## config.mk

```make
export PLATFORM = sky130hd
export DESIGN_NAME = pcc_cycler
export DESIGN_NICKNAME = d
export VERILOG_FILES = /design/src/hw/rtl/pcc_pkg.sv /design/src/hw/rtl/pcc_cycler.sv
export SDC_FILE = /design/constraint.sdc
export NUM_CORES = 1
export LEC_CHECK = 0
export BUFFER_PORTS_ARGS = -buffer_cell sky130_fd_sc_hd__buf_2
export CORE_AREA = 2 2 39 41
export DETAILED_ROUTE_END_ITERATION = 8
export DIE_AREA = 0 0 41 43
export SLEW_MARGIN = 20
export SYNTH_ARGS = -nofsm -noshare
export SYNTH_HDL_FRONTEND = slang
export SYNTH_SLANG_ARGS = --single-unit
```

## constraint.sdc

```tcl
create_clock -name clock -period 1.7 [get_ports clock]
set_input_delay 0.085 -clock clock [delete_from_list [all_inputs] [get_ports clock]]
set_output_delay 0.085 -clock clock [all_outputs]
set_load 0.005 [all_outputs]
```

## src/hw/rtl/pcc_pkg.sv

```systemverilog
`timescale 1ns / 1ps

package pcc_pkg;

   localparam int EntryCount  = 256;
   localparam int IndexWidth  = 8;
   localparam int InWidth     = 6;
   localparam int ColorWidth  = 8;
   localparam int EntryWidth  = 3 * ColorWidth;
   localparam int FastOffBits = 3;
   localparam int SlowOffBits = 2;

   localparam logic [1:0] LowFill = 2'b11;

   typedef enum logic [1:0] {
      ACT_WRITE = 2'd0,
      ACT_TICK  = 2'd1,
      ACT_READ  = 2'd2,
      ACT_NONE  = 2'd3
   } action_type;

   typedef struct packed {
      action_type            action;
      logic [IndexWidth-1:0] entry_index;
      logic [InWidth-1:0]    red_in;
      logic [InWidth-1:0]    green_in;
      logic [InWidth-1:0]    blue_in;
   } req_type;

   typedef struct packed {
      logic [ColorWidth-1:0] red_out;
      logic [ColorWidth-1:0] green_out;
      logic [ColorWidth-1:0] blue_out;
   } rsp_type;

   // 6-bit component to 8 bits: zero stays zero, else low bits filled
   function automatic logic [ColorWidth-1:0] widen6(input logic [InWidth-1:0] v);
      logic [ColorWidth-1:0] w;
      if (v == '0) begin
         w = '0;
      end else begin
         w = {v, LowFill};
      end
      return w;
   endfunction

endpackage

```

## src/hw/rtl/pcc_cycler.sv

```systemverilog
`timescale 1ns / 1ps

module pcc_cycler (
   input  logic                           clock,
   input  logic                           reset,
   input  logic                           tick,
   input  logic [pcc_pkg::IndexWidth-1:0] logical_index,
   output logic [pcc_pkg::IndexWidth-1:0] physical_index
);

   import pcc_pkg::*;

   logic [FastOffBits-1:0] fast_off_ff, fast_off_in;
   logic [SlowOffBits-1:0] slow_off_ff, slow_off_in;
   logic                   slow_phase_ff, slow_phase_in;

   // rotation offsets: a tick moves the fast ranges down by one place; the slow ranges move on every second tick
   always_comb begin
      fast_off_in   = fast_off_ff;
      slow_off_in   = slow_off_ff;
      slow_phase_in = slow_phase_ff;
      if (tick) begin
         fast_off_in   = fast_off_ff + 1'b1;
         slow_phase_in = ~slow_phase_ff;
         if (slow_phase_ff) begin
            slow_off_in = slow_off_ff + 1'b1;
         end
      end
   end

   always_ff @(posedge clock) begin
      if (reset) begin
         fast_off_ff   <= '0;
         slow_off_ff   <= '0;
         slow_phase_ff <= 1'b1;
      end else begin
         fast_off_ff   <= fast_off_in;
         slow_off_ff   <= slow_off_in;
         slow_phase_ff <= slow_phase_in;
      end
   end

   // logical to physical entry: offset added modulo the range length
   always_comb begin
      physical_index = logical_index;
      if (logical_index[7:4] == 4'hE) begin
         physical_index = {logical_index[7:3], logical_index[2:0] + fast_off_ff};
      end else if (logical_index[7:4] == 4'hF && logical_index[3:2] != 2'b11) begin
         physical_index = {logical_index[7:2], logical_index[1:0] + slow_off_ff};
      end
   end

endmodule

```

[After elaboration in Yosys (flattened, before gate mapping)]
Cells that the tools add are included.
Word-level totals
  register bits: 6
  input bits: 11
  output and inout port bits: 8
Operators by class
  equality and inequality tests: 3
  $add $sub $neg: 4
  mux-type cells: 2
  reductions and logical operators: 2
  bitwise logic cells: 1
Operator list (count)
  == test 4 bit, second input constant: 2
  adder 3 x 1 -> 3 bit, second input constant: 1
  adder 3 bit: 1
  2-to-1 mux 3 bit: 1
  adder 2 x 1 -> 2 bit, second input constant: 1
  adder 2 bit: 1
  2-to-1 mux 2 bit: 1
  != test 2 bit, second input constant: 1
  AND reduction 2 bit: 1
  logical AND 1 bit: 1
  NOT 1 bit: 1

[Longest topological paths before layout]
  word-level depth: 4
  mapped depth: 5
  depth with buffers taken out: 5

[Worst setup path after synthesis]
No wires, ideal clock.
  path type: flip-flop to output port
  start: register fast_off_ff[0]
  end: output physical_index[2] (netlist name)
  setup slack: 274 ps
  stages on the path, launching flop included: 6
  data arrival time: 1341 ps
  path buffers: 0
  cells stage by stage: dfxtp_1 > ha_1 > fa_1 > xnor2_1 > nor3_1 > xor2_1
Between the ends
  cells in the longest elaborated chain, start to end: 2
Ends and longest elaborated chain
  start: declaration: line pcc_cycler.sv:13  | logic [FastOffBits-1:0] fast_off_ff, fast_off_in;
  start signal: assignment: line pcc_cycler.sv:37  | fast_off_ff <= fast_off_in;
  adder 3 bit: line pcc_cycler.sv:47  | physical_index = {logical_index[7:3], logical_index[2:0] + fast_off_ff};
  2-to-1 mux 3 bit: line pcc_cycler.sv:46  | if (logical_index[7:4] == 4'hE) begin
  end: declaration: line pcc_cycler.sv:8  | output logic [pcc_pkg::IndexWidth-1:0] physical_index
No other way between the ends.

[Worst setup path in the final report]
  start: register fast_off_ff[0]
  end: output physical_index[1] (netlist name)
Same word-level chain as after synthesis.

==> results.cfg <==
[grt]
via_count_of_the_first_global_routing_pass = 311
track_usage_pct = 10.8
grt_max_degree = 9
grt_antenna_before_repair = 0
global_route_wire_length_before_repair_mm = 1.21
gr-total-overflow = 0

[setup_path]
crit_chain = ha_4 -> fa_2 -> nor2b_1 -> mux2i_1 -> nand3_1 -> buf_2
timing.critical_path.max_delay_family = adder cells
worstSetupStartpointType = flip-flop
crit_type = reg -> out
crit_path_max_fanout = 2
critical_path_arrival_ps = 1620
crit_path_buf_inv_count = 1
crit_path_required_time_ps = 1620
worst_path_slowest_cell = sky130_fd_sc_hd__fa_2
setup.worst_path.end_class = output port
critPathMaxStageDelay_ps = 420

[placed_design]
post-dp-hpwl_um = 594
port_buffers = 18
final_weighted_congestion_of_routability_driven_global_placement = 0.663
pre_cts_slack_ps = 150

[detailed_routing]
drc_errors = 0
detail_route.vias_per_cell = 4.53
detail_route.wl_per_cell_um = 9.95
routed-via-count = 367
first_pass_iters = 4
wl_um = 806
drtIter0Drc = 3
antenna_left = 0

[synth]
ys.warnings.count = 0
synth_seq_area_share_pct = 28.0
register_bit_total_from_synthesis = 6
post_synth_instance_area_um2 = 429
syn-num-nets = 63
ys_async_sr_fraction_pct = 0
synthDominantAreaCellType = sky130_fd_sc_hd__dfxtp_1
synthCells = 48
synth_cell_type_count = 22
netlist.area_leader.share_pct = 28.0
synth_area_per_cell_um2 = 8.94
post_synth_most_frequent_cells = sky130_fd_sc_hd__dfxtp_1, sky130_fd_sc_hd__nor2_1, sky130_fd_sc_hd__buf_4
synth.area.top_cells = sky130_fd_sc_hd__dfxtp_1, sky130_fd_sc_hd__buf_4, sky130_fd_sc_hd__ha_1
ys_dominant_reg_cell = sky130_fd_sc_hd__dfxtp_1
synth_enable_flop_cells = 0

[run_status]
outcome = complete, but fails checks
violations = setup timing

[pwr]
power-per-cell-area_nw_per_um2 = 720
ir_worst_vdd_mv = 0.310
total_leakage_power_nw = 0.261

[floorplanning]
die_area_um2 = 1760
fp.dieW_um = 41
die_h_um = 43
coreArea_um2 = 1380
start_util_pct = 31.0
rows = 14
top_level_ports = 19

[sta]
timing_hold_violations_final = 0
final_critical_path_time_including_i_o_delays_and_setup_ps = 1700
fin_worst_skew_ps = 0.0871
worstMarginPinSlew_ps = 141
final_min_period_over_clock_period_pct = 100
timing.max_slew.rel_slack_pct = 90.3
slew_violations = 0
fmaxAchievable_ghz = 0.587
setup_violation_total_in_the_final_timing_report = 1
rsz0062_at_grt = yes
hold-worst-slack_ps = 74.2
timing.final.ws_setup_ps = -3.53

[clock_network]
worst_setup_hold_path_clk_slew_ps = 50
cts_hold_repair.buffers = 0
numClockSinks = 6
cts.htree.levels = 1
insertion_delay_ps = 240
buffer_cell_driving_the_clock_tree_root = sky130_fd_sc_hd__clkbuf_4
cts_made_buffers = 3
cts_tree = done
max-clock-path-buffers = 2

[run]
drv.max_cap_violation_count = 0

[finish]
syn_to_final_growth_pct = 29.7
nFillCells = 144
insertedDiodeCount = 0
layout-drive-gt1-share_pct = 44.6
final_net_count = 82

[hold_path]
hold_path.class = in -> reg
==> worst register-to-register path, stage by stage (launching register included) <==
cell and delay [ps]:
sky130_fd_sc_hd__dfxtp_2 330, sky130_fd_sc_hd__buf_4 130, sky130_fd_sc_hd__buf_4 130, sky130_fd_sc_hd__ha_1 180, sky130_fd_sc_hd__nand2_1 70, sky130_fd_sc_hd__xor2_1 150
sky130_fd_sc_hd__nor2_1 50
==> cell type report <==
cell class              instances  area [um^2]  share of cell area, %
clock buffers                   3         22.5                   4.04
well taps                      16         20.0                   3.60
flip-flops and latches          6          121                   21.8
repair buffers                 20          105                   18.9
multi-input cells              36          288                   51.7
==> worst paths after layout <==
kind	startpoint	to	slack, ps	cells after the start
max reg2reg	fast_off_ff[0]$_SDFFE_PP0P_	fast_off_ff[2]$_SDFFE_PP0P_	560	6
min reg2reg	slow_off_ff[1]$_SDFFE_PP0P_	slow_off_ff[1]$_SDFFE_PP0P_	530	2
min	reset	fast_off_ff[0]$_SDFFE_PP0P_	70	2
max	fast_off_ff[0]$_SDFFE_PP0P_	physical_index[1]	-4	6
==> registers in the layout (all words and copies together), names as in the netlist <==
signal,cells
slow_phase_ff,1
fast_off_ff,3
slow_off_ff,2
==> cells in the final DEF (no fill, tap or decap), types with 2 or more instances in the layout <==
master / Yosys / routed
sky130_fd_sc_hd__a21oi_1: 3 / 3
sky130_fd_sc_hd__buf_2: 0 / 18
sky130_fd_sc_hd__buf_4: 5 / 2
sky130_fd_sc_hd__clkbuf_4: 0 / 3
sky130_fd_sc_hd__dfxtp_1: 6 / 5
sky130_fd_sc_hd__ha_1: 3 / 2
sky130_fd_sc_hd__mux2i_1: 2 / 2
sky130_fd_sc_hd__nand2_1: 2 / 2
sky130_fd_sc_hd__nand3_1: 2 / 2
sky130_fd_sc_hd__nor2_1: 6 / 6
sky130_fd_sc_hd__xnor2_1: 3 / 3
sky130_fd_sc_hd__xor2_1: 4 / 4
==> kinds of logic after synthesis <==
logic type                 share of synthesized area (%)
buffers and inverters                               9.62
adders and majority gates                           13.4
muxes                                               4.66
AOI/OAI and AO/OA                                   9.04
DFF                                                 28.0
xor gates and xnor gates                            14.3
and+or+nand+nor                                     21.0
==> stage by stage <==
step                area [um^2]  utilization, %  power, mW  cells  TNS, ps
floorplan                   429               -      0.229     48        0
global placement            498            36.0      0.259     76        0
detailed placement          498            36.0      0.260     76        0
CTS                         544            39.3      0.403     80    -46.7
global route                557            40.2      0.434     81     -157
finish                      557            40.2      0.401     81    -3.53
==> timing repair <==
item | CTS | global route
pin swaps | 2 | 1
resized for setup | 4 | 1
setup endpoints to repair | 2 | 2
buffers inserted | 1 | 1
==> where the power goes <==
group / internal [mW] / switching, mW / total (mW)
combinational: 0.0583 / 0.0488 / 0.107
clock: 0.0797 / 0.0496 / 0.129
sequential: 0.154 / 0.0107 / 0.164
==> layer usage <==
layer,share of wire (%),track usage [%],routed length (um)
met5,0,0,0
met4,0,10.0,0
met2,50,15.6,402
met1,43,12.7,350
met3,6.6,1.57,53
No activity file was read; power rests on OpenSTA's default activity.
